--- src/sv/cmes_pkg.sv ---
`default_nettype none
// ----------------------------------------------------------------------------
// cmes_pkg
// Shared widths, constants and types for the complex minimum-energy search.
// ----------------------------------------------------------------------------
package cmes_pkg;

	localparam int SampleW          = 32;
	localparam int EnergyW          = 64;
	localparam int IndexW           = 12;
	localparam int ShiftW           = 6;
	localparam int MaxLenDefault    = 4096;
	localparam int FifoDepthDefault = 4;

	localparam logic [31:0] Uint32Max = 32'hFFFF_FFFF;

	typedef logic [EnergyW-1:0] energy_t;

	// one queue entry: energy of a sample and its end-of-vector mark
	typedef struct packed {
		energy_t energy;
		logic    last;
	} energy_item_t;

	typedef struct packed {
		logic full;
		logic empty;
	} queue_status_t;

endpackage
`default_nettype wire

--- src/sv/cmes_front.sv ---
`default_nettype none
// ----------------------------------------------------------------------------
// cmes_front
// Takes samples, forms magnitudes, squares them and pushes the energy into
// the queue. Two stages; the whole pipe holds while stage two waits on a full queue.
// ----------------------------------------------------------------------------
module cmes_front (
	input  wire logic                         clk,
	input  wire logic                         arst_n,
	input  wire logic                         in_valid,
	output logic                              in_ready,
	input  wire logic [cmes_pkg::SampleW-1:0] sample_real,
	input  wire logic [cmes_pkg::SampleW-1:0] sample_imag,
	input  wire logic                         last_sample,
	output logic                              push,
	output cmes_pkg::energy_item_t            push_item,
	input  wire cmes_pkg::queue_status_t      status
);

	logic                         valid_s1;
	logic [cmes_pkg::SampleW-1:0] mag_re_s1;
	logic [cmes_pkg::SampleW-1:0] mag_im_s1;
	logic                         last_s1;

	logic                         valid_s2;
	cmes_pkg::energy_t            sq_re_s2;
	cmes_pkg::energy_t            sq_im_s2;
	logic                         last_s2;

	logic                         adv;
	logic [cmes_pkg::SampleW-1:0] mag_re;
	logic [cmes_pkg::SampleW-1:0] mag_im;

	// -(-2^31) wraps to 0x8000_0000, which is the right unsigned magnitude
	assign mag_re = sample_real[cmes_pkg::SampleW-1] ? (~sample_real + 1'b1) : sample_real;
	assign mag_im = sample_imag[cmes_pkg::SampleW-1] ? (~sample_imag + 1'b1) : sample_imag;

	assign push     = valid_s2 && !status.full;
	assign adv      = !valid_s2 || !status.full;
	assign in_ready = adv;

	assign push_item.energy = sq_re_s2 + sq_im_s2;
	assign push_item.last   = last_s2;

	always_ff @(posedge clk or negedge arst_n) begin
		if (!arst_n) begin
			valid_s1 <= 1'b0;
			valid_s2 <= 1'b0;
		end else if (adv) begin
			valid_s1 <= in_valid;
			valid_s2 <= valid_s1;
		end
	end

	always_ff @(posedge clk) begin
		if (adv) begin
			mag_re_s1 <= mag_re;
			mag_im_s1 <= mag_im;
			last_s1   <= last_sample;
			sq_re_s2  <= cmes_pkg::EnergyW'(mag_re_s1) * cmes_pkg::EnergyW'(mag_re_s1);
			sq_im_s2  <= cmes_pkg::EnergyW'(mag_im_s1) * cmes_pkg::EnergyW'(mag_im_s1);
			last_s2   <= last_s1;
		end
	end

endmodule
`default_nettype wire

--- config.mk ---
export PLATFORM = sky130hd
export DESIGN_NAME = cmes_front
export DESIGN_NICKNAME = d
export VERILOG_FILES = /design/src/sv/cmes_pkg.sv /design/src/sv/cmes_front.sv
export SDC_FILE = /design/constraint.sdc
export NUM_CORES = 2
export LEC_CHECK = 0
export BUFFER_PORTS_ARGS = -buffer_cell sky130_fd_sc_hd__clkbuf_2
export CORE_MARGIN = 1
export CORE_UTILIZATION = 61
export DETAILED_ROUTE_END_ITERATION = 7
export HOLD_SLACK_MARGIN = 0.08
export PLACE_DENSITY = 0.81
export SYNTH_ARGS = -nofsm -noshare
export SYNTH_HDL_FRONTEND = slang
export SYNTH_SLANG_ARGS = --single-unit
--- constraint.sdc ---
create_clock -name clk -period 7.35 [get_ports clk]
set_input_delay 1.1025 -clock clk [delete_from_list [all_inputs] [get_ports clk]]
set_output_delay 1.1025 -clock clk [all_outputs]
set_load 0.02 [all_outputs]
* Word level (Yosys, flattened, before mapping)
Index checks and enable logic that the tools add are counted.
** Cells by class
- Add/sub/neg operators :: 3
- Multipliers :: 2
- Muxes and demuxes :: 2
- Bitwise operators :: 2
- Reduce and logical (&&, ||, !) cells :: 4
** Operators with widths (count)
- $mul 32x32->64 :: 2
- $add 32x1->32 const B :: 2
- $add 64x64->64 :: 1
- $not 32->32 :: 2
- $mux 31 :: 2
- $logic_not 1->1 :: 2
- $logic_and 1x1->1 :: 1
- $logic_or 1x1->1 :: 1
** Storage, ports and cells
- Register bits after elaboration :: 196
- Bits of input ports :: 70

* Longest topological paths before layout
- Word-level depth :: 3
- Mapped depth :: 31
- Gate-level depth less buffers :: 29

* Least setup slack after synthesis
OpenSTA, ideal clock, no wires.
- Path kind :: register to register
- Start point :: register mag_im_s1[14] (netlist name)
- End point :: register sq_im_s2[60] (data pin)
- Setup time :: 260 ps
- Data arrival time :: 7773 ps
- Required time :: 7090 ps
- Slack :: -684 ps
- Stages on the path, launching flop included :: 30
- Clock period less this slack :: 8034 ps
- Cells stage by stage :: edfxtp_1 -> clkbuf_1 -> clkbuf_1 -> nand2_1 -> fa_1 -> inv_1 -> fa_1 -> inv_1 -> fa_1 -> fa_1 -> inv_1 -> fa_1 -> inv_1 -> fa_1 -> inv_1 -> fa_1 -> inv_1 -> fa_1 -> inv_1 -> ha_1 -> and2_1 -> nand3_1 -> or3_1 -> o211a_1 -> o31ai_1 -> a41o_1 -> a31oi_1 -> o21ai_2 -> a41oi_1 -> xnor2_1
** On the way
- Longest elaborated chain between the ends :: 1
** RTL lines
- start: declaration :: line cmes_front.sv:22 : logic [cmes_pkg::SampleW-1:0] mag_im_s1;
- start signal: assignment :: line cmes_front.sv:58 : mag_im_s1 <= mag_im;
- $mul 32x32->64 :: line cmes_front.sv:61 : sq_im_s2 <= cmes_pkg::EnergyW'(mag_im_s1) * cmes_pkg::EnergyW'(mag_im_s1);
- end signal: assignment :: line cmes_front.sv:61
- end: declaration :: line cmes_front.sv:27 : cmes_pkg::energy_t sq_im_s2;
Every way passes these cells.
A chain may end at the register's enable or synchronous reset.

* Final worst setup path
- Start point :: register mag_re_s1[13] (netlist name)
- End point :: register sq_re_s2[58] (data pin)
** On the way
- Longest elaborated chain between the ends :: 1
** RTL lines
- start: declaration :: line cmes_front.sv:21 : logic [cmes_pkg::SampleW-1:0] mag_re_s1;
- start signal: assignment :: line cmes_front.sv:57 : mag_re_s1 <= mag_re;
- $mul 32x32->64 :: line cmes_front.sv:60 : sq_re_s2 <= cmes_pkg::EnergyW'(mag_re_s1) * cmes_pkg::EnergyW'(mag_re_s1);
- end signal: assignment :: line cmes_front.sv:60
- end: declaration :: line cmes_front.sv:26 : cmes_pkg::energy_t sq_re_s2;
Every way passes these cells.

==> results.json <==
{
  "rrSetupSlack_ns": -0.48,
  "grt_pass1_wl_um": 307600,
  "syn_inst": 7300,
  "r2r_start": "mag_re_s1[13]$_DFFE_PP_",
  "antenna_left": 0,
  "cts_tree": "built",
  "cts_max_level": 4,
  "die-area_um2": 115500,
  "final-seq-area_um2": 5816,
  "track_usage_pct": 34.16,
  "r2r-end": "sq_re_s2[58]$_DFFE_PP_",
  "drive_gt1_share_pct": 20.63,
  "ys_top_cells_by_area": "fa_1 46%, ha_1 12%, inv_1 11%",
  "final_net_count": 10520,
  "ios": 137,
  "core_um2": 112800,
  "rsz0062_at_grt": "true",
  "drt_iter0_markers": 4313,
  "crit_start": "mag_re_s1[13]$_DFFE_PP_",
  "crit_fanout": 5,
  "cts_buffers": 17,
  "clock_sinks": 194,
  "critical_path_class": "flop to flop",
  "yosysUniqueCellTypes": 75,
  "holdCritPathClass": "input port to async pin",
  "routed_via_density": 5.687,
  "worstPathArrival_ns": 8.12,
  "grt_overflow": 0,
  "hold_ws_ns": 0.3355,
  "cts.clk_slew.worst_paths_ns": 0.10,
  "io_buffers": 135,
  "most-common-layout-cells": "1,912 x inv_1, 1,528 x fa_1, 868 x buf_4, 606 x ha_1, 574 x nand2_1",
  "yosysTopAreaCell": "fa_1",
  "gp_congestion": 0.9449,
  "fin_crit_sh_pct": 106.5,
  "die_w_um": 339.9,
  "start_util_pct": 61.73,
  "routed_wl_um": 199100,
  "skew_ns": 0.02451,
  "cp-end-kind": "flop",
  "post_drt_wl_per_cell_um": 20.49,
  "synth_top_area_share_pct": 45.57,
  "finalHoldViolations": 0,
  "clk-insertion-delay-late_ns": 0.55,
  "required_ns": 7.65,
  "final_common_cell": "inv_1",
  "dpl.hpwl_um": 158300,
  "placed_area_um2": 78400,
  "vias": 55250,
  "tightest_slew_ns": 0.9095,
  "grt_start_max_net_pins": 99,
  "seq_area_frac_synth_pct": 8.352,
  "synthToLayoutAreaGrowth_pct": 19.22,
  "timing.fmax_mhz": 127.7,
  "async_flop_share_pct": 1.031,
  "setup_ws_ns": -0.4787,
  "antennaDiodeCount": 0,
  "violations": "negative setup slack",
  "critPathLaunchType": "flop",
  "synth_warnings": 0,
  "synth_edf_count": 192,
  "synth_area_um2": 69630,
  "antenna_found_initial": 12,
  "die_h_um": 339.9,
  "post-route-min-period_ns": 7.829,
  "syn-num-nets": 9614,
  "finalSetupTns_ns": -12.74,
  "cts_buffer_depth": 2,
  "first_pass_iters": 7,
  "grt_pass1_vias": 61060,
  "ys_seq_elements": 194,
  "slew_headroom_pct": 39.09,
  "setup_violations": 55,
  "status": "complete, but fails checks",
  "cap_violations": 0,
  "rr_worst_depth": 26,
  "worstSetupEndpoint": "sq_re_s2[58]$_DFFE_PP_",
  "dp.cells": 9549,
  "maxSlewViolCount": 0,
  "finalNonFillerCells": 9715,
  "multi_input_area_um2": 57910,
  "avgSynthCellArea_um2": 9.538,
  "core.rowCount": 123,
  "design_area_um2": 83010,
  "route.detailed.drc": 0,
  "nFillCells": 7326,
  "root_buffer": "clkbuf_16",
  "synthFlopType": "edfxtp_1"
}
==> Yosys cell counts (8+ instances only) <==
cell type / count
inv_1: 1966
fa_1: 1585
ha_1: 659
nand2_1: 613
and2_1: 490
clkbuf_1: 267
a21oi_1: 238
edfxtp_1: 192
xnor2_1: 191
nor2_1: 170
o21ai_0: 124
xor2_1: 123
a21o_1: 114
o21bai_1: 56
nand4_1: 53
nor2b_1: 45
nand3_1: 34
nor3_1: 30
a31o_2: 29
a31oi_1: 29
and3_1: 26
nand2b_1: 24
a211oi_1: 16
o31ai_1: 16
o21a_1: 14
or2_2: 14
a21boi_0: 13
nor4_1: 13
o211ai_1: 12
o41ai_1: 11
or3_1: 9
a41oi_1: 8
==> logic make-up after synthesis <==
kind of cell,count (synthesis),share of synthesized area (%)
adder cells (fa/ha/maj),2244,57.41
buffers and inverters,2242,12.09
AND/OR/NAND/NOR,1552,11.13
AO/OA/AOI/OAI,745,6.924
XOR/XNOR,314,3.950
flip-flops,194,8.352
multiplexers,9,0.1366
==> area by class of cell <==
type | count | area share [%]
multi-input combinational | 4864 | 69.76
timing repair buffer | 1159 | 11.37
inverter | 1967 | 8.902
sequential | 194 | 7.006
tap | 1500 | 2.261
clock buffer | 18 | 0.5170
clock inverter | 13 | 0.1794
==> registers in the layout, summed over array words and instances (netlist names) <==
signal / flops
sq_re_s2: 63
last_s2: 1
mag_re_s1: 32
valid_s2: 1
valid_s1: 1
last_s1: 1
sq_im_s2: 63
mag_im_s1: 32
==> worst max-delay path, cell delays in order (launching register included) <==
cell,delay (ns)
edfxtp_1,0.43
buf_12,0.16
buf_12,0.13
buf_6,0.12
and2_4,0.14
fa_2,0.34
fa_1,0.51
fa_1,0.62
inv_2,0.06
fa_1,0.51
inv_1,0.06
fa_1,0.57
ha_4,0.23
fa_1,0.55
fa_1,0.51
ha_4,0.32
and4_4,0.23
o2111a_1,0.24
o21ai_4,0.10
a2111oi_4,0.33
buf_4,0.19
o211ai_1,0.09
buf_4,0.17
a31oi_4,0.25
a21o_1,0.28
a21oi_4,0.11
o311a_1,0.30
==> repair_timing <==
item	4_1_cts	5_1_grt
resized for setup	323	356
pin swaps	227	233
gates cloned	0	4
buffers inserted	76	71
hold buffers	0	0
endpoints found under the setup margin	62	72
==> per-layer routing <==
metal / GRT usage (%) / vias to the layer above / part of all wire [%]
met3: 5.664 / 902 / 7.8
met5: 0 / - / 0.026
met2: 58.19 / 2581 / 50
li1: - / 23780 / -
met4: 18.10 / 8 / 6.5
met1: 41.75 / 27980 / 36
==> through the flow <==
stage	utilization, %	worst slack (ns)
4_1_cts	71.75	-0.3092
2_1_floorplan	-	-0.1956
3_3_place_gp	69.50	-0.5341
5_1_grt	73.59	-0.6214
6_report	73.59	-0.4787
3_5_place_dp	69.50	-0.7075
==> worst min-delay path by stage <==
stage                           start                    to  slack [ns]  depth (start not counted)
detailed placement  last_s1$_DFFE_PP_     last_s2$_DFFE_PP_        0.44                          0
finish                         arst_n  valid_s1$_DFFE_PN0P_        0.34                          1
CTS                            arst_n  valid_s1$_DFFE_PN0P_        0.31                          1
floorplan           last_s1$_DFFE_PP_     last_s2$_DFFE_PP_        0.40                          0
global placement    last_s1$_DFFE_PP_     last_s2$_DFFE_PP_        0.42                          0
global route                   arst_n  valid_s1$_DFFE_PN0P_        0.32                          1
Power is not shown: default switching activity piles up to over one toggle a cycle in this logic, so the estimate is an artifact.
