--- config.mk ---
export PLATFORM = sky130hd
export DESIGN_NAME = cmes_back
export DESIGN_NICKNAME = d
export VERILOG_FILES = /design/src/sv/cmes_pkg.sv /design/src/sv/cmes_back.sv
export SDC_FILE = /design/constraint.sdc
export NUM_CORES = 1
export LEC_CHECK = 0
export BUFFER_PORTS_ARGS = -buffer_cell sky130_fd_sc_hd__buf_2
export CORE_MARGIN = 2
export CORE_UTILIZATION = 50
export DETAILED_ROUTE_END_ITERATION = 10
export GPL_TIMING_DRIVEN = 0
export HOLD_SLACK_MARGIN = 0.12
export MAX_ROUTING_LAYER = met4
export PLACE_DENSITY_LB_ADDON = 0.1
export SLEW_MARGIN = 15
export SYNTH_ARGS = -nofsm -noshare
export SYNTH_HDL_FRONTEND = slang
export SYNTH_SLANG_ARGS = --single-unit
--- constraint.sdc ---
create_clock -name clk -period 4.8 [get_ports clk]
set_input_delay 0 -clock clk [delete_from_list [all_inputs] [get_ports clk]]
set_output_delay 0 -clock clk [all_outputs]
set_load 0.01 [all_outputs]
--- src/sv/cmes_pkg.sv ---
`default_nettype none
// ----------------------------------------------------------------------------
// cmes_pkg
// Shared widths, constants and types for the complex minimum-energy search.
// ----------------------------------------------------------------------------
package cmes_pkg;

	localparam int SampleW          = 32;
	localparam int EnergyW          = 64;
	localparam int IndexW           = 12;
	localparam int ShiftW           = 6;
	localparam int MaxLenDefault    = 4096;
	localparam int FifoDepthDefault = 4;

	localparam logic [31:0] Uint32Max = 32'hFFFF_FFFF;

	typedef logic [EnergyW-1:0] energy_t;

	// one queue entry: energy of a sample and its end-of-vector mark
	typedef struct packed {
		energy_t energy;
		logic    last;
	} energy_item_t;

	typedef struct packed {
		logic full;
		logic empty;
	} queue_status_t;

endpackage
`default_nettype wire

--- src/sv/cmes_back.sv ---
`default_nettype none
// ----------------------------------------------------------------------------
// cmes_back
// Running minimum search over queued energies, then shift, saturate and
// hold the result in the output register.
// ----------------------------------------------------------------------------
module cmes_back #(
	parameter int MAX_LEN = cmes_pkg::MaxLenDefault
) (
	input  wire logic                         clk,
	input  wire logic                         arst_n,
	input  wire cmes_pkg::queue_status_t      status,
	input  wire cmes_pkg::energy_item_t       head,
	output logic                              pop,
	input  wire logic                         cfg_valid,
	output logic                              cfg_ready,
	input  wire logic [cmes_pkg::ShiftW-1:0]  cfg_data,
	output logic                              out_valid,
	input  wire logic                         out_ready,
	output logic [31:0]                       min_energy,
	output logic [cmes_pkg::IndexW-1:0]       min_index,
	output logic                              length_overflow
);

	localparam int PosW = (MAX_LEN > 1) ? $clog2(MAX_LEN) : 1;
	localparam int CntW = $clog2(MAX_LEN + 1);
	localparam logic [CntW-1:0] CntMax  = CntW'(MAX_LEN);
	localparam logic [PosW-1:0] PosLast = PosW'(MAX_LEN - 1);

	logic [cmes_pkg::ShiftW-1:0] shift_q;

	// search state
	cmes_pkg::energy_t best_q;
	logic [PosW-1:0]   pos_q;
	logic [CntW-1:0]   cnt_q;
	logic              first_q;
	logic              ovf_q;

	// finished vector, before shifting
	logic              fin_valid_s1;
	cmes_pkg::energy_t fin_energy_s1;
	logic [PosW-1:0]   fin_pos_s1;
	logic              fin_ovf_s1;

	logic                        out_valid_q;
	logic [31:0]                 min_energy_q;
	logic [cmes_pkg::IndexW-1:0] min_index_q;
	logic                        length_overflow_q;

	logic                               out_free;
	logic                               fin_free;
	logic                               head_over;
	logic [PosW-1:0]                    pos_cur;
	logic                               take;
	cmes_pkg::energy_t                  best_new;
	logic [PosW-1:0]                    pos_new;
	logic                               ovf_new;
	cmes_pkg::energy_t                  shifted;
	logic [31:0]                        sat;
	logic [PosW+cmes_pkg::IndexW-1:0]   pos_wide;

	assign cfg_ready = 1'b1;

	assign out_free = !out_valid_q || out_ready;
	assign fin_free = !fin_valid_s1 || out_free;
	assign pop      = !status.empty && (!head.last || fin_free);

	assign head_over = (cnt_q >= CntMax);
	assign pos_cur   = head_over ? PosLast : cnt_q[PosW-1:0];
	// strict compare: on a tie the earlier sample stays
	assign take      = first_q || (head.energy < best_q);
	assign best_new  = take ? head.energy : best_q;
	assign pos_new   = take ? pos_cur : pos_q;
	assign ovf_new   = ovf_q || head_over;

	assign shifted  = fin_energy_s1 >> shift_q;
	assign sat      = (|shifted[cmes_pkg::EnergyW-1:32]) ? cmes_pkg::Uint32Max : shifted[31:0];
	assign pos_wide = {{cmes_pkg::IndexW{1'b0}}, fin_pos_s1};

	always_ff @(posedge clk or negedge arst_n) begin
		if (!arst_n) begin
			shift_q <= '0;
		end else if (cfg_valid && cfg_ready) begin
			shift_q <= cfg_data;
		end
	end

	always_ff @(posedge clk or negedge arst_n) begin
		if (!arst_n) begin
			best_q  <= '0;
			pos_q   <= '0;
			cnt_q   <= '0;
			first_q <= 1'b1;
			ovf_q   <= 1'b0;
		end else if (pop) begin
			if (head.last) begin
				best_q  <= '0;
				pos_q   <= '0;
				cnt_q   <= '0;
				first_q <= 1'b1;
				ovf_q   <= 1'b0;
			end else begin
				best_q  <= best_new;
				pos_q   <= pos_new;
				cnt_q   <= head_over ? cnt_q : cnt_q + 1'b1;
				first_q <= 1'b0;
				ovf_q   <= ovf_new;
			end
		end
	end

	always_ff @(posedge clk or negedge arst_n) begin
		if (!arst_n) begin
			fin_valid_s1 <= 1'b0;
			out_valid_q  <= 1'b0;
		end else begin
			if (pop && head.last) begin
				fin_valid_s1 <= 1'b1;
			end else if (out_free) begin
				fin_valid_s1 <= 1'b0;
			end
			if (fin_valid_s1 && out_free) begin
				out_valid_q <= 1'b1;
			end else if (out_ready) begin
				out_valid_q <= 1'b0;
			end
		end
	end

	always_ff @(posedge clk) begin
		if (pop && head.last) begin
			fin_energy_s1 <= best_new;
			fin_pos_s1    <= pos_new;
			fin_ovf_s1    <= ovf_new;
		end
		if (fin_valid_s1 && out_free) begin
			min_energy_q      <= sat;
			min_index_q       <= pos_wide[cmes_pkg::IndexW-1:0];
			length_overflow_q <= fin_ovf_s1;
		end
	end

	assign out_valid       = out_valid_q;
	assign min_energy      = min_energy_q;
	assign min_index       = min_index_q;
	assign length_overflow = length_overflow_q;

endmodule
`default_nettype wire

* Word-level counts from Yosys, hierarchy flattened
Index checks and enable logic that the tools add are counted.
Word-level totals: register bits 221, latch bits 0, bits in writable memories 0, memory bits (read-only) 0, input bits 77, output and inout bits 48, word-level logic and storage cells 48, memories kept 0
Operators by class: $add $sub $neg 1, multiply operators 0, divide/modulo/power cells 0, magnitude comparators 2, eq/ne operators 1, shift operators 1, mux-type cells 13, bitwise gates (word level) 0, reduce and logical (&&, ||, !) cells 16
Operators with widths (number):
- $mux W64 | 2
- $lt A64 B64 Y1 | 1
- $shr A64 B6 Y64 | 1
- $mux W12 | 3
- $reduce_or A32 Y1 | 1
- $mux W13 | 2
- $add A13 B1 Y13 const B | 1
- $ge A13 B13 Y1 const B | 1
- $mux W1 | 6
- $logic_or A1 B1 Y1 | 5
- $logic_not A1 Y1 | 4
- $reduce_bool A2 Y1 | 2
- $logic_and A1 B1 Y1 | 3
- $ne A2 B2 Y1 const B | 1
- $reduce_and A2 Y1 | 1

* Logic depth before layout (Yosys ltp)
depth in word-level cells 7, depth in mapped cells 14, gate-level depth less buffers 10

* Worst setup path after synthesis
No wires, ideal clock.
path kind register to register, from register out_valid_q (netlist: out_valid), to register fin_energy_s1[0] (enable), library setup time 0.471 ns, data arrival time 3.452 ns, data required time 4.329 ns, path slack 0.877 ns, stages on the path, launching flop included 6, buffers on the path 2, clock period less this slack 3.923 ns, path through dfrtp_1 > nor2b_1 > a31o_2 > clkbuf_1 > nor2_1 > clkbuf_1
On the way: longest elaborated chain between the ends 6
RTL lines:
- start: declaration | RTL line cmes_back.sv:45 | logic out_valid_q;
- start signal: assignment | RTL line cmes_back.sv:115 | out_valid_q <= 1'b0;
- start signal: assignment | RTL line cmes_back.sv:123 | out_valid_q <= 1'b1;
- start signal: assignment | RTL line cmes_back.sv:125 | out_valid_q <= 1'b0;
- $logic_not A1 Y1 | RTL line cmes_back.sv:64 | assign out_free = !out_valid_q || out_ready;
- $logic_or A1 B1 Y1 | RTL line cmes_back.sv:64
- $logic_or A1 B1 Y1 | RTL line cmes_back.sv:65 | assign fin_free = !fin_valid_s1 || out_free;
- $logic_or A1 B1 Y1 | RTL line cmes_back.sv:66 | assign pop = !status.empty && (!head.last || fin_free);
- $logic_and A1 B1 Y1 | RTL line cmes_back.sv:66
- $logic_and A1 B1 Y1 | RTL line cmes_back.sv:131 | if (pop && head.last) begin
- end signal: assignment | RTL line cmes_back.sv:132 | fin_energy_s1 <= best_new;
- end: declaration | RTL line cmes_back.sv:41 | cmes_pkg::energy_t fin_energy_s1;
No other way between the ends. A chain may end at the register's enable or synchronous reset.

* Final worst setup path
from register shift_q[3] (netlist name), to register min_energy_q[17] (netlist: min_energy[17]) (data pin)
On the way: longest elaborated chain between the ends 2
RTL lines:
- start: declaration | RTL line cmes_back.sv:30 | logic [cmes_pkg::ShiftW-1:0] shift_q;
- start signal: assignment | RTL line cmes_back.sv:84 | shift_q <= cfg_data;
- $shr A64 B6 Y64 * | RTL line cmes_back.sv:76 | assign shifted = fin_energy_s1 >> shift_q;
- $reduce_or A32 Y1 | RTL line cmes_back.sv:77 | assign sat = (|shifted[cmes_pkg::EnergyW-1:32]) ? cmes_pkg::Uint32Max : shifted[31:0];
- end signal: assignment | RTL line cmes_back.sv:137 | min_energy_q <= sat;
- end: declaration | RTL line cmes_back.sv:46 | logic [31:0] min_energy_q;
Mark *: on every way between the ends. The rest lies on a longest branch, timed or not.

==> impl_results.md <==
- Status: complete, no violations
- Dpl cells: 2178
- Reg2Reg Setup Slack: 340 ps
- Clock Skews: 9.51 ps
- Peak VDD IR: 0.316 mV
- Worst slack at placement: 299 ps
- Fin crit period: 4460 ps
- CTS Buf Count: 26
- Post-route ant nets: 0
- Max Clock Freq: 224 MHz
- Layout cells sized above 1: 0.154
- Clock Latency Late Sink: 560 ps
- Max Slew Vio Count: 0
- Nature of the critical path endpoint: register
- Final Cycle Share: 0.929
- R2R depth: 10
- CP arrival: 4760 ps
- Initial antenna violation count: 0
- PwrDens: 353 nW/µm²
- DP HPWL: 42200 µm
- Port Buffer Count: 122
- Final Instance Count excl. Fillers: 2316
- Via density: 6.63
- Unrepaired setup endpoints after global routing: no
- Slowest stage cell, crit path: a2111oi_4
- Clk sink count: 221
- Crit path launch: shift_q[3]
- Clock-pin slew on the worst setup and hold paths: 60 ps
- First-pass GRT wire length: 87600 µm
- Synthesized cell area: 15800 µm²
- Clock Path Buffers: 3
- CP Max Fanout: 10
- #FFs+latches synth: 221
- Predominant post-synthesis flop cell: edfxtp_1
- # rows: 65
- Routed len/inst: 24.4 µm
- Diodes inserted: 0
- DIE AREA: 33100 µm²
- Die height: 182 µm
- YS warnings: 0
- Root Buffer: clkbuf_16
- Area of the multi-input gates: 8800 µm²
- Critical Path Source Type: register
- # Max-Cap Violations: 0
- Worst slew margin: 0.354
- Crit path largest cell delay: 530 ps
- Crit path depth: 10
- Largest net degree at the start of global routing: 70
- TritonCTS clock tree: done
- Top cell type's share of synthesized area: 0.231
- Cell family with most CP delay: compound AO/OA/AOI/OAI gates
- Cell variety after synth: 72
- CP cell instances: clkbuf_1, clkbuf_2, mux2_2, mux2i_1, o221ai_1, nor4b_1, nand3_1, a2111oi_4, nand2_1, o221a_1
- Synthesized instance count: 1651
- Critical path class: reg -> reg
- Final core occ: 0.600
- Final setup viols: 0
- Hold WS: 164 ps
- Min-delay worst type: in -> reg
- Final worst setup slack: 340 ps
- Gpl congestion: 1.01
- EDFF count, synth: 122
- H-tree levels: 1
- Crit path required time: 5100 ps
- Number of global-route vias before repair: 14.9k
- DR vias: 15.4k
- R2r endpoint: min_energy[17]
- Initial Utilization: 0.505
- Number of setup buffers added after CTS: 0
- Worst-Margin Slew: 966 ps
- Count of TritonRoute iterations in the first routing pass: 6
- Area post-placement: 17000 µm²
- Top cells by area, synth: edfxtp_1 23%, dfrtp_1 15%, mux4_2 9.5%, o211ai_1 6.7%, ha_1 5.1%
- Reg2reg start: shift_q[3]
- Net count after synthesis: 1792
- Core footprint: 31400 µm²
- Fill count: 2709
- Leak: 7.22 nW
- Boundary Pins: 125
- Final wirelength: 56500 µm
- Design Area, Final: 18800 µm²
- Iter 0 DRT Violations: 1656
- Net count, final: 2035
- Total gr overflow: 0
- Residual DRC: 0
- Die X: 182 µm
- Tot GR Track Use: 0.350
- Mean post-synth cell area: 9.60 µm²
- Critical Path End: min_energy[17]
- FF/Latch Area: 6140 µm²
- Post-synthesis async set-or-reset flop share: 0.448
- Fin. Hold Viols: 0
- Buf/Inv on CP: 2
- Area grow syn2layout: 18.9%
- Sequential fraction of the synthesis area: 0.388
- Synth area leader: edfxtp_1
## logic make-up after synthesis
| group | Yosys count | synth area share |
|---|---|---|
| DFF | 221 | 0.388 |
| xor gates and xnor gates | 5 | 0.00276 |
| AOI/OAI and AO/OA | 481 | 0.200 |
| other | 1 | 0.000237 |
| muxes | 151 | 0.152 |
| adders and majority gates | 64 | 0.0505 |
| buffers and inverters | 233 | 0.0577 |
| and+or+nand+nor | 495 | 0.149 |
## worst min path at each step
stage / endpoint / cells past startpoint / startpoint
CTS: shift_q[3] / 3 / cfg_valid
global route: shift_q[3] / 3 / cfg_valid
finish: shift_q[3] / 3 / cfg_valid
detailed placement: shift_q[5] / 1 / arst_n
global placement: shift_q[4] / 3 / cfg_data[4]
floorplan: best_q[0] / 0 / arst_n
## worst reg2reg max path, cell delays in order, from the launching register on
cell and delay, ps:
dfrtp_1 320, clkbuf_1 370, clkbuf_2 370, mux2_2 420
mux2i_1 480, o221ai_1 430, nor4b_1 440, nand3_1 190
a2111oi_4 530, nand2_1 290, o221a_1 350
## state kept, by name, summed over array words and instances, names as in the netlist, 6 cells and up
| signal | cells |
|---|---|
| pos_q | 12 |
| best_q | 64 |
| min_energy | 32 |
| cnt_q | 13 |
| fin_energy_s1 | 64 |
| shift_q | 6 |
| min_index | 12 |
| fin_pos_s1 | 12 |
## cells in the mapped netlist (all sizes together) (3+ instances only)
master	n
mux2i	60
nor2	97
o221ai	3
a311oi	7
xnor2	4
ha	64
or2	5
a22oi	10
a311o	3
a211oi	17
clkbuf	124
or3	4
and2	9
a2bb2oi	3
or4	3
nand2b	7
nand3	88
edfxtp	122
o211ai	141
and3	12
nand2	157
o22ai	5
buf	33
nor4	6
o311ai	16
nand4	76
a21oi	81
nor3	11
a31oi	22
a21o	9
o21ai	129
inv	75
mux2	22
a211o	3
a2111oi	3
o221a	6
mux4	69
dfrtp	98
nor2b	14
## through the flow
stage | power (mW) | TNS [ps]
4_1_cts | 6.64 | 0
3_3_place_gp | 4.50 | -34590
3_5_place_dp | 4.52 | 0
5_1_grt | 6.96 | 0
2_1_floorplan | 3.79 | 0
6_report | 6.66 | 0
## metal layers
layer,share of wire,wire (µm),up-vias,GRT usage
met4,0.037,2070,0,0.113
met5,0,0,-,-
met2,0.47,26700,837,0.563
li1,-,-,6839,-
met1,0.42,23700,7541,0.464
met3,0.072,4060,135,0.0411
## final cells by class
cell class | instances | share of cell area
plain buffers | 157 | 0.0337
clock buffers | 33 | 0.0376
clock inverters | 15 | 0.00956
inverters | 76 | 0.0151
multi-input cells | 1197 | 0.467
flip-flops and latches | 221 | 0.326
well taps | 402 | 0.0267
repair buffers | 215 | 0.0846
## what timing repair did
action	in CTS	in global routing
hold buffers	90	0
endpoints found under the setup margin	0	5
hold endpoints to repair	238	0
gates resized for setup	0	2
## report_power, final
group | internal (mW) | leakage, nW | total [mW] | switching [mW]
Combinational | 0.813 | 4.35 | 2.19 | 1.37
Clock | 1.21 | 0.433 | 2.04 | 0.832
Sequential | 2.27 | 2.44 | 2.42 | 0.157
Total | 4.29 | 7.22 | 6.66 | 2.36
## cell usage in the layout, fill, tap and decap left out, types with 81 or more instances in the layout
cell	n
buf_2	135
clkbuf_1	127
o211ai_1	141
nand2_1	157
edfxtp_1	122
dfrtp_1	98
dlygate4sd3_1	89
nor2_1	97
o21ai_0	122
a21oi_1	81
nand3_1	88
Power figures use the tool's default switching activity.
