`config.mk`:
```
export PLATFORM = sky130hd
export DESIGN_NAME = cmes_fifo
export DESIGN_NICKNAME = d
export VERILOG_FILES = /design/src/sv/cmes_pkg.sv /design/src/sv/cmes_fifo.sv
export SDC_FILE = /design/constraint.sdc
export NUM_CORES = 1
export LEC_CHECK = 0
export ABC_AREA = 1
export BUFFER_PORTS_ARGS = -buffer_cell sky130_fd_sc_hd__clkbuf_2
export CAP_MARGIN = 0
export CORE_UTILIZATION = 45
export CTS_CLUSTER_SIZE = 8
export DETAILED_ROUTE_END_ITERATION = 7
export GPL_TIMING_DRIVEN = 0
export SLEW_MARGIN = 20
export SYNTH_ARGS = -nofsm -noshare
export SYNTH_HDL_FRONTEND = slang
export SYNTH_SLANG_ARGS = --single-unit
```
`constraint.sdc`:
```
create_clock -name clk -period 2.9 [get_ports clk]
set_clock_uncertainty 0.1 [all_clocks]
set_input_delay 0.58 -clock clk [delete_from_list [all_inputs] [get_ports clk]]
set_output_delay 0.58 -clock clk [all_outputs]
set_load 0.1 [all_outputs]
```
`src/sv/cmes_pkg.sv`:
```
`default_nettype none
// ----------------------------------------------------------------------------
// cmes_pkg
// Shared widths, constants and types for the complex minimum-energy search.
// ----------------------------------------------------------------------------
package cmes_pkg;

	localparam int SampleW          = 32;
	localparam int EnergyW          = 64;
	localparam int IndexW           = 12;
	localparam int ShiftW           = 6;
	localparam int MaxLenDefault    = 4096;
	localparam int FifoDepthDefault = 4;

	localparam logic [31:0] Uint32Max = 32'hFFFF_FFFF;

	typedef logic [EnergyW-1:0] energy_t;

	// one queue entry: energy of a sample and its end-of-vector mark
	typedef struct packed {
		energy_t energy;
		logic    last;
	} energy_item_t;

	typedef struct packed {
		logic full;
		logic empty;
	} queue_status_t;

endpackage
`default_nettype wire

```
`src/sv/cmes_fifo.sv`:
```
`default_nettype none
// ----------------------------------------------------------------------------
// cmes_fifo
// Short queue of energies between the front and the search back end.
// ----------------------------------------------------------------------------
module cmes_fifo #(
	parameter int DEPTH = cmes_pkg::FifoDepthDefault
) (
	input  wire logic                    clk,
	input  wire logic                    arst_n,
	input  wire logic                    push,
	input  wire cmes_pkg::energy_item_t  push_item,
	input  wire logic                    pop,
	output cmes_pkg::energy_item_t       pop_item,
	output cmes_pkg::queue_status_t      status
);

	localparam int PtrW = (DEPTH > 1) ? $clog2(DEPTH) : 1;
	localparam int CntW = $clog2(DEPTH + 1);
	localparam logic [PtrW-1:0] PtrLast = PtrW'(DEPTH - 1);
	localparam logic [CntW-1:0] CntFull = CntW'(DEPTH);

	cmes_pkg::energy_item_t entries_q [DEPTH];
	logic [PtrW-1:0]        wr_ptr_q;
	logic [PtrW-1:0]        rd_ptr_q;
	logic [CntW-1:0]        count_q;

	assign pop_item     = entries_q[rd_ptr_q];
	assign status.full  = (count_q == CntFull);
	assign status.empty = (count_q == '0);

	always_ff @(posedge clk or negedge arst_n) begin
		if (!arst_n) begin
			wr_ptr_q <= '0;
			rd_ptr_q <= '0;
			count_q  <= '0;
		end else begin
			if (push) begin
				wr_ptr_q <= (wr_ptr_q == PtrLast) ? '0 : wr_ptr_q + 1'b1;
			end
			if (pop) begin
				rd_ptr_q <= (rd_ptr_q == PtrLast) ? '0 : rd_ptr_q + 1'b1;
			end
			if (push && !pop) begin
				count_q <= count_q + 1'b1;
			end else if (pop && !push) begin
				count_q <= count_q - 1'b1;
			end
		end
	end

	always_ff @(posedge clk) begin
		if (push) begin
			entries_q[wr_ptr_q] <= push_item;
		end
	end

endmodule
`default_nettype wire

```
# [After elaboration in Yosys (flattened, before gate mapping)]
# Memories as Yosys holds them, arrays and structs flattened.
# Cells that the tools add are included.
[word_totals] input_bits=69 regBits=7 mem_bits_rw=260 output_inout_bits=67 memories=1 word_cells=23
[memory_table] name="entries_q" depth=4 width=65 rd=1 rd_clocked_by_memory_dff=0 wr=1 line_no="cmes_fifo.sv:23" text="cmes_pkg::energy_item_t entries_q [DEPTH];"
[op_classes] n_eq_ne=3 n_reduce_logical=6 add_sub_neg=4 n_mux=6
[ops] cell="$mux W3" count=2
[ops] cell="$add A2 B1 Y2 const B" count=2
[ops] cell="$eq A2 B2 Y1 const B" count=2
[ops] cell="$mux W2" count=2
[ops] cell="$add A3 B1 Y3 const B" count=1
[ops] cell="$eq A3 B3 Y1 const B" count=1
[ops] cell="$logic_not A3 Y1" count=1
[ops] cell="$sub A3 B1 Y3 const B" count=1
[ops] cell="$logic_and A1 B1 Y1" count=2
[ops] cell="$logic_not A1 Y1" count=2
[ops] cell="$mux W1" count=2
[ops] cell="$reduce_bool A2 Y1" count=1

# [Logic depth before layout (Yosys ltp)]
# Gate-level depths: netlist of the first run.
[depth] depth_word=4 ltp_mapped=9 mapped_depth_nobuf=9

# [Worst setup path before layout of the first run]
# Ideal clock, no wire load.
[synth_path] path_kind="flip-flop to output port" start="register count_q[0]" end="output status[0] in the netlist's numbering" n_path_buf=0 path_slack_ns=-0.284 t_required_ns=2.220 path_stages_with_launch=2 arrival_time_ns=2.504 path_cell_list="dfrtp_1 > nor3_1"
[synth_lines] element="from (decl)" line_no="cmes_fifo.sv:26" text="logic [CntW-1:0] count_q;"
[synth_lines] element="from (signal assigned)" line_no="cmes_fifo.sv:45" text="count_q <= count_q + 1'b1;"
[synth_lines] element="from (signal assigned)" line_no="cmes_fifo.sv:47" text="count_q <= count_q - 1'b1;"
[synth_lines] element="to (decl)" line_no="cmes_fifo.sv:15" text="output cmes_pkg::queue_status_t status"

==> results of run 1 <==
## registers in the layout, indices dropped and copies added, names as in the netlist
register   cells
count_q        3
entries_q    260
rd_ptr_q       2
wr_ptr_q       2
## worst max path at each step
| stage | to | slack [ns] | depth (start not counted) |
|---|---|---|---|
| 2_1_floorplan | status[0] | -0.28 | 1 |
| 3_3_place_gp | entries_q[0][15] | -0.79 | 3 |
| 3_5_place_dp | pop_item[16] | 0.36 | 6 |
| 4_1_cts | pop_item[59] | -0.04 | 6 |
| 5_1_grt | pop_item[9] | 0.001 | 7 |
| 6_report | pop_item[48] | 0.1 | 6 |
## metal layers
layer,part of all wire (%),track usage (%),up-vias
met3,6.6,5.083,48
met4,2.4,6.909,2
met2,47,31.31,172
li1,-,-,3184
met1,44,25.07,3119
met5,0.071,0,-
## timing repair
action	4_1_cts	5_1_grt
cloned	0	0
endpoints found under the hold margin	7	0
hold buffers	1	0
buffers inserted	0	0
pin swaps	0	0
endpoints found under the setup margin	65	48
resized for setup	81	20
## synth_stat cells
library cell and count:
o21ai_0 4, clkbuf_1 6, xnor2_1 1, buf_2 30, edfxtp_1 260, nand2_1 210
nor3_1 2, inv_1 142, buf_1 4, nand3_1 1, ha_1 6, dfrtp_1 7
nor2_1 2, inv_2 1, buf_6 2, o211ai_1 130, nand4_1 1, fa_1 1
## kinds of logic after synthesis
kind of cell / after synthesis
compound gates: 134
xor+xnor: 1
fa+ha+maj: 7
buf+inv: 185
flops: 267
simple gates: 216
## final cells by class
type	count	area, um2
Fill cell	1897	9789
Sequential cell	267	7983
Multi-Input combinational cell	358	1917
Timing Repair Buffer	140	1007
Clock buffer	45	998.5
Inverter	143	549.3
Tap cell	313	391.6
Buffer	42	244.0
Clock inverter	4	33.78
Antenna cell	1	2.502
## worst reg2reg max path: stages, from the launching register on
cell and delay [ns]:
dfrtp_1 0.41, inv_1 0.11, ha_1 0.15, nand2_1 0.08, inv_4 0.33, buf_16 0.30
## metrics by stage
step / setup WS, ns / instance area (um2) / cells / util, %
4_1_cts: -0.04148 / 13100 / 1312 / 57.16
5_1_grt: 0.001044 / 13120 / 1312 / 57.27
3_5_place_dp: 0.3615 / 11830 / 1262 / 51.61
6_report: 0.09855 / 13130 / 1313 / 57.28
3_3_place_gp: -0.7932 / 11710 / 1258 / 51.12
2_1_floorplan: -0.2836 / 10650 / 810 / -
==> flow_summary.yaml, run 1 <==
cts:
  clk_pin_slew_worst_paths_ns: 0.05
  cts_sinks: 267
  h-tree-depth: 2
  worst_skew_pair.late_latency_ns: 0.50
  ctsRootBufferMaster: "clkbuf_16"
  cts_tree: "built"
  cts_buffer_depth: 3
  cts-buffers-inserted: 39
outcome:
  status: "finished, final reports clean"
worst_hold_path:
  hold_end: "entries_q[0][56]"
  min_from: "push_item[56]"
  whs_path_depth: 1
  hold_class: "in -> reg"
yosys:
  synth_top_area_share_pct: 73.33
  synth_compound_area_share_pct: 9.355
  synth_top_family_by_area: "compound AO/OA/AOI/OAI gates"
  synth_mux_area_share_pct: 0
  ys_seq_area_share_pct: 74.98
  avgSynthCellArea_um2: 13.14
  synthCells: 810
  yosys.area_share.adder_pct: 0.8932
  ys_warn_count: 0
  synth_seq_cells: 267
  synth-simple-area-share_pct: 7.674
  syn-cell-area_mm2: 0.01065
  synthTopCellsByArea: "edfxtp_1 73%, o211ai_1 9.2%, nand2_1 7.4%"
  syn_nets: 886
  synth_xor_area_share_pct: 0.08227
  synth_cell_types: 18
  yosys.area.top_type: "edfxtp_1"
drt:
  drt_iter0_markers: 297
  postRouteAntennaNets: 0
  first_pass_iters: 5
  vias_per_cell: 4.970
  wire_per_inst_um: 17.17
  wl_um: 22540
  drc: 0
  vias: 6525
floorplanning:
  fp-row-count: 55
  ios: 136
  die_y_um: 155.8
  core_area_mm2: 0.02292
  die_w_um: 155.8
  die_area_mm2: 0.02428
  initial_core_util_pct: 46.46
critical_path:
  criticalPathCategory: "reg -> out"
  r2r_end: "entries_q[0][15]"
  arrival_ns: 2.12
  worstPathMaxFanout: 10
  path_buf_inv: 4
  cp.required_ns: 2.22
  startpoint_type: "flop"
  reg2reg_from: "wr_ptr_q[0]"
  end_kind: "primary output"
  r2r_cells: 5
  cp_cell_sequence: "inv_4, buf_6, buf_2, o211ai_1, nand2_1, clkbuf_4"
  r2r_slack_ns: 1.05
  crit_family: "buffers and inverters"
  cpPeakStageDelay_ns: 0.42
  crit_path_start: "rd_ptr_q[0]"
  crit_path_top_delay_cell: "dfrtp_1"
global_route:
  grt_pass1_vias: 6494
  grt_pass1_wl_um: 35090
  grt_max_degree: 48
  track_usage_pct: 19.30
  antenna_found_initial: 3
  grt-ovfl-total: 0
placement:
  place_congestion: 0.7476
  place_hpwl_um: 13490
  numPortBuffers: 135
sta:
  hold_viol_final: 0
  grt_setup_unrepaired: "no"
  fmaxAchievable_ghz: 0.3570
  min_period_ns: 2.801
  hold_ws_ns: 0.1868
  setup_violations: 0
  fin_setup_tns_ns: 0
  relSlewSlack_pct: 64.09
  drv_slew: 0
  worst_slew_pin_slew_ns: 0.5410
  finalCritPeriodShare_pct: 96.60
layout:
  layout-drive-gt1-share_pct: 22.82
  nets: 1067
  mostFrequentLayoutCell: "edfxtp_1"
  final_cell_mix: "260 x edfxtp_1, 210 x nand2_1, 138 x inv_1"
  area_growth_syn_to_layout_pct: 23.29
run:
  drv_cap: 0
Power of run 1 is not shown: default switching activity piles up to over one toggle a cycle in this logic, so the estimate is an artifact.
==> run 2: changes to the inputs <==
--- a/config.mk
+++ b/config.mk
@@ -8,6 +8,7 @@
 export ABC_AREA = 1
 export BUFFER_PORTS_ARGS = -buffer_cell sky130_fd_sc_hd__clkbuf_2
 export CAP_MARGIN = 0
+export CORE_MARGIN = 4
 export CORE_UTILIZATION = 45
 export CTS_CLUSTER_SIZE = 8
 export DETAILED_ROUTE_END_ITERATION = 7
==> run 2 against run 1 <==
Against the previous run:
- sequential cell count stayed put
- register-to-register slack barely moved
- critical path depth unchanged
- wire length rose by 1.5%
- via count decreased by 1.1%
- critical path type unchanged
- sequential share of layout area shrank 0.29 points
- setup slack improved by 0.018 ns
- first-iteration DRC count rose by 11%
- fmax is 0.65% higher
==> flow_summary.yaml, run 2 (synthesis gave the netlist of run 1 again) <==
outcome:
  status: "finished, final reports clean"
placement:
  place_congestion: 0.6969
  place_hpwl_um: 13780
  detailedPlace.worstSlack_ns: 0.3620
  numPortBuffers: 135
critical_path:
  path_buf_inv: 4
  r2r_slack_ns: 1.05
  crit_family: "buffers and inverters"
  worstPathMaxFanout: 10
  cp_cell_sequence: "inv_4, buf_6, buf_2, o211ai_1, nand2_1, clkbuf_4"
  crit_path_top_delay_cell: "dfrtp_1"
  criticalPathCategory: "reg -> out"
  startpoint_type: "flop"
  arrival_ns: 2.10
  cp.required_ns: 2.22
  cpPeakStageDelay_ns: 0.41
  end_kind: "primary output"
cts:
  h-tree-depth: 2
  cts-buffers-inserted: 39
  ctsRootBufferMaster: "clkbuf_16"
  cts_buffer_depth: 3
  cts_tree: "built"
  cts_sinks: 267
  clk_pin_slew_worst_paths_ns: 0.05
  postCtsSetupBuffers: 0
  worst_skew_pair.late_latency_ns: 0.50
sta:
  relSlewSlack_pct: 60.52
  hold_viol_final: 0
  min_period_ns: 2.783
  fin_setup_tns_ns: 0
  grt_setup_unrepaired: "no"
  setup_violations: 0
  fmaxAchievable_ghz: 0.3593
  drv_slew: 0
  finalCritPeriodShare_pct: 95.98
  setup_slack_ns: 0.1167
  worst_slew_pin_slew_ns: 0.5922
drt:
  first_pass_iters: 6
  wire_per_inst_um: 17.34
  drt_iter0_markers: 330
  vias: 6452
  wl_um: 22880
  vias_per_cell: 4.888
  drc: 0
  postRouteAntennaNets: 0
layout:
  nets: 1067
  layout-drive-gt1-share_pct: 22.70
  final_cell_mix: "260 x edfxtp_1, 210 x nand2_1, 138 x inv_1"
  largest_register_ffs: 260
  mostFrequentLayoutCell: "edfxtp_1"
  area_growth_syn_to_layout_pct: 23.88
  regMostFlops: "entries_q"
  top_regs: "entries_q (260), count_q (3)"
floorplanning:
  fp-row-count: 56
  ios: 136
  die_y_um: 161.8
  core_area_mm2: 0.02340
  die_area_mm2: 0.02618
  initial_core_util_pct: 45.49
  die_w_um: 161.8
worst_hold_path:
  hold_class: "in -> reg"
global_route:
  grt_max_degree: 47
  grt-ovfl-total: 0
  track_usage_pct: 17.53
  grt_pass1_vias: 6467
  grt_pass1_wl_um: 35620
  antenna_found_initial: 2
run:
  drv_cap: 0
## run 2: cell types whose count changed in the layout (fill, tap and decap cells not counted), moves of 2 or more
cell,previous run,this run
buf_4,8,5
clkbuf_4,57,60
clkbuf_8,9,12
inv_6,3,0
buf_2,22,20
clkbuf_16,39,41
## run 2: layout make-up
cell class                 count  area [um2]
tap                          319       399.1
sequential                   267        7983
clock buffer                  48        1052
multi-input combinational    358        1917
timing repair buffer         140        1026
antenna                        1       2.502
clock inverter                 2       8.758
buffer                        42       251.5
inverter                     143       549.3
fill                        1963       10210
## run 2: stage by stage
step	util [%]	hold WS, ns	instances	area (um2)
2_1_floorplan	-	0.1844	810	10650
3_3_place_gp	50.09	0.3307	1264	11720
3_5_place_dp	50.57	0.3311	1268	11830
4_1_cts	56.22	0.1742	1319	13160
5_1_grt	56.35	0.1826	1319	13190
6_report	56.36	0.1961	1320	13190
## run 2: timing repair
item                                    CTS  global route
hold endpoints to repair                  7             0
endpoints found under the setup margin   65            48
pin swaps                                 0             0
hold buffers                              1             0
gates resized for setup                  85            19
## run 2: worst reg2reg max path, delay by kind of cell, from the launching register on
family | cells | cell delay (ns)
fa+ha+maj | 1 | 0.15
buf+inv | 3 | 0.77
simple gates | 1 | 0.08
flops | 1 | 0.39
## run 2: layer usage
layer	vias to the layer above	GRT usage, %	part of all wire [%]
met5	-	0	0.13
met4	4	4.575	2.0
met3	49	4.796	6.8
met2	168	29.57	48
met1	3040	22.68	43
li1	3191	-	-
## run 2: path summary, 6_finish.rpt
kind	from	endpoint	depth (start not counted)
max in group asynchronous	arst_n	rd_ptr_q[1]	2
worst max register to register	wr_ptr_q[1]	entries_q[1][15]	5
worst min-delay path	push_item[23]	entries_q[3][23]	1
min in group asynchronous	arst_n	count_q[1]	2
worst min register to register	count_q[2]	count_q[2]	2
worst max-delay path	rd_ptr_q[0]	pop_item[64]	6
Power of run 2 is left out for the same reason.
==> run 3: changes to the inputs <==
--- a/config.mk
+++ b/config.mk
@@ -13,6 +13,7 @@
 export CTS_CLUSTER_SIZE = 8
 export DETAILED_ROUTE_END_ITERATION = 7
 export GPL_TIMING_DRIVEN = 0
+export SETUP_SLACK_MARGIN = 0.5
 export SLEW_MARGIN = 20
 export SYNTH_ARGS = -nofsm -noshare
 export SYNTH_HDL_FRONTEND = slang
==> run 3 against run 2 <==
Against the previous run:
- register-to-register slack got worse by 0.36 ns
- wire length increased by 6.1%
- count of clock-buffer cells in the layout decreased by 1
- critical path depth increased by 2
- setup slack improved by 0.12 ns
- utilization increased by 7.4 points
- global-route usage increased by 0.82 points
==> flow_summary.yaml, run 3 (synthesis gave the netlist of run 1 again) <==
global_route:
  grt_max_degree: 30
  track_usage_pct: 18.35
  grt-ovfl-total: 0
  antenna_found_initial: 1
  grt_pass1_wl_um: 37250
  grt_pass1_vias: 6855
layout:
  area_growth_syn_to_layout_pct: 40.09
  mostFrequentLayoutCell: "edfxtp_1"
  top_regs: "entries_q (260), count_q (3)"
  nets: 1084
  largest_register_ffs: 260
  layout-drive-gt1-share_pct: 27.88
  regMostFlops: "entries_q"
  final_cell_mix: "260 x edfxtp_1, 174 x nand2_1, 137 x inv_1"
  antennaDiodeCount: 0
critical_path:
  cpPeakStageDelay_ns: 0.46
  crit_path_top_delay_cell: "dfrtp_2"
  end_kind: "primary output"
  r2r_slack_ns: 0.69
  r2r_end: "entries_q[3][13]"
  r2r_cells: 5
  cp_cell_sequence: "buf_12, clkinvlp_4, buf_12, buf_16, nand2_2, o211ai_1, nand2_1, clkbuf_16"
  arrival_ns: 1.99
  criticalPathCategory: "reg -> out"
  cp.required_ns: 2.22
  worstPathMaxFanout: 6
  worst_path_most_repeated_cell: "buf_12"
  startpoint_type: "flop"
  reg2reg_from: "wr_ptr_q[0]"
sta:
  worst_slew_pin_slew_ns: 0.7736
  finalCritPeriodShare_pct: 91.97
  grt_setup_unrepaired: "yes"
  fin_setup_tns_ns: 0
  setup_violations: 0
  min_period_ns: 2.667
  fmaxAchievable_ghz: 0.3749
  relSlewSlack_pct: 48.14
  drv_slew: 0
  hold_viol_final: 0
floorplanning:
  core_area_mm2: 0.02340
  die_area_mm2: 0.02618
  initial_core_util_pct: 45.49
  die_y_um: 161.8
  fp-row-count: 56
  ios: 136
  die_w_um: 161.8
worst_hold_path:
  min_from: "push_item[26]"
  whs_path_depth: 1
  hold_end: "entries_q[2][26]"
  hold_class: "in -> reg"
placement:
  place_hpwl_um: 14370
  numPortBuffers: 135
  place_congestion: 0.7015
cts:
  cts-buffers-inserted: 39
  cts_sinks: 267
  cts_tree: "built"
  h-tree-depth: 2
  clk_pin_slew_worst_paths_ns: 0.05
  ctsRootBufferMaster: "clkbuf_16"
  cts_buffer_depth: 3
  worst_skew_pair.late_latency_ns: 0.49
run:
  drv_cap: 0
drt:
  vias: 6646
  postRouteAntennaNets: 0
  drt_iter0_markers: 367
  wire_per_inst_um: 18.21
  wl_um: 24290
  vias_per_cell: 4.982
  drc: 0
  first_pass_iters: 5
outcome:
  status: "finished, final reports clean"
-- run 3: changes by cell type in the layout (fill, tap and decap cells not counted), sizes merged --
cell	previous run	this run
diode	1	0
clkinv	2	0
inv	143	139
clkinvlp	0	7
buf	31	56
clkbuf	198	187
-- run 3: layout make-up --
cell class | instances | area (um2)
fillers | 1685 | 8488
flip-flops and latches | 267 | 7984
repair buffers | 155 | 2387
multi-input cells | 358 | 2022
clock buffers | 47 | 1049
inverters | 143 | 556.8
plain buffers | 42 | 496.7
well taps | 319 | 399.1
repair inverters | 2 | 12.51
clock inverters | 1 | 7.507
-- run 3: worst max-delay path by stage --
stage / to / cells past startpoint / start / slack [ns]
2_1_floorplan: status[0] / 1 / count_q[0] / -0.28
3_3_place_gp: entries_q[1][14] / 3 / push / -0.29
3_5_place_dp: pop_item[47] / 6 / rd_ptr_q[0] / 0.38
4_1_cts: pop_item[39] / 8 / rd_ptr_q[0] / 0.28
5_1_grt: pop_item[39] / 8 / rd_ptr_q[0] / 0.17
6_report: pop_item[10] / 8 / rd_ptr_q[0] / 0.23
-- run 3: layer usage --
metal / up-vias / wire, um / GRT usage [%]
li1: 3203 / - / -
met1: 3209 / 10390 / 23.29
met2: 188 / 12020 / 31.64
met3: 44 / 1345 / 4.517
met4: 2 / 519 / 5.152
met5: - / 12 / 0
-- run 3: stage by stage --
step	hold slack, ns	utilization, %	cells	instance area, um2	worst slack, ns
5_1_grt	0.1871	63.73	1334	14910	0.1731
2_1_floorplan	0.1844	-	810	10660	-0.2836
4_1_cts	0.1817	63.12	1331	14770	0.2826
6_report	0.2037	63.73	1334	14910	0.2329
3_3_place_gp	0.3311	50.15	1264	11740	-0.2864
3_5_place_dp	0.3350	51.05	1273	11950	0.3842
-- run 3: critical path: cells and delay by family, from the launching register on --
family,cells,cell delay (ns)
AO/OA/AOI/OAI,1,0.11
buffers and inverters,5,0.73
flip-flops,1,0.46
AND/OR/NAND/NOR,2,0.18
-- run 3: repair_timing --
action,4_1_cts,5_1_grt
hold endpoints to repair,7,0
buffers inserted,4,0
gates cloned,5,3
gates resized for setup,307,34
hold buffers,1,0
pin swaps,30,20
endpoints found under the setup margin,65,83
Power of run 3 is left out for the same reason.
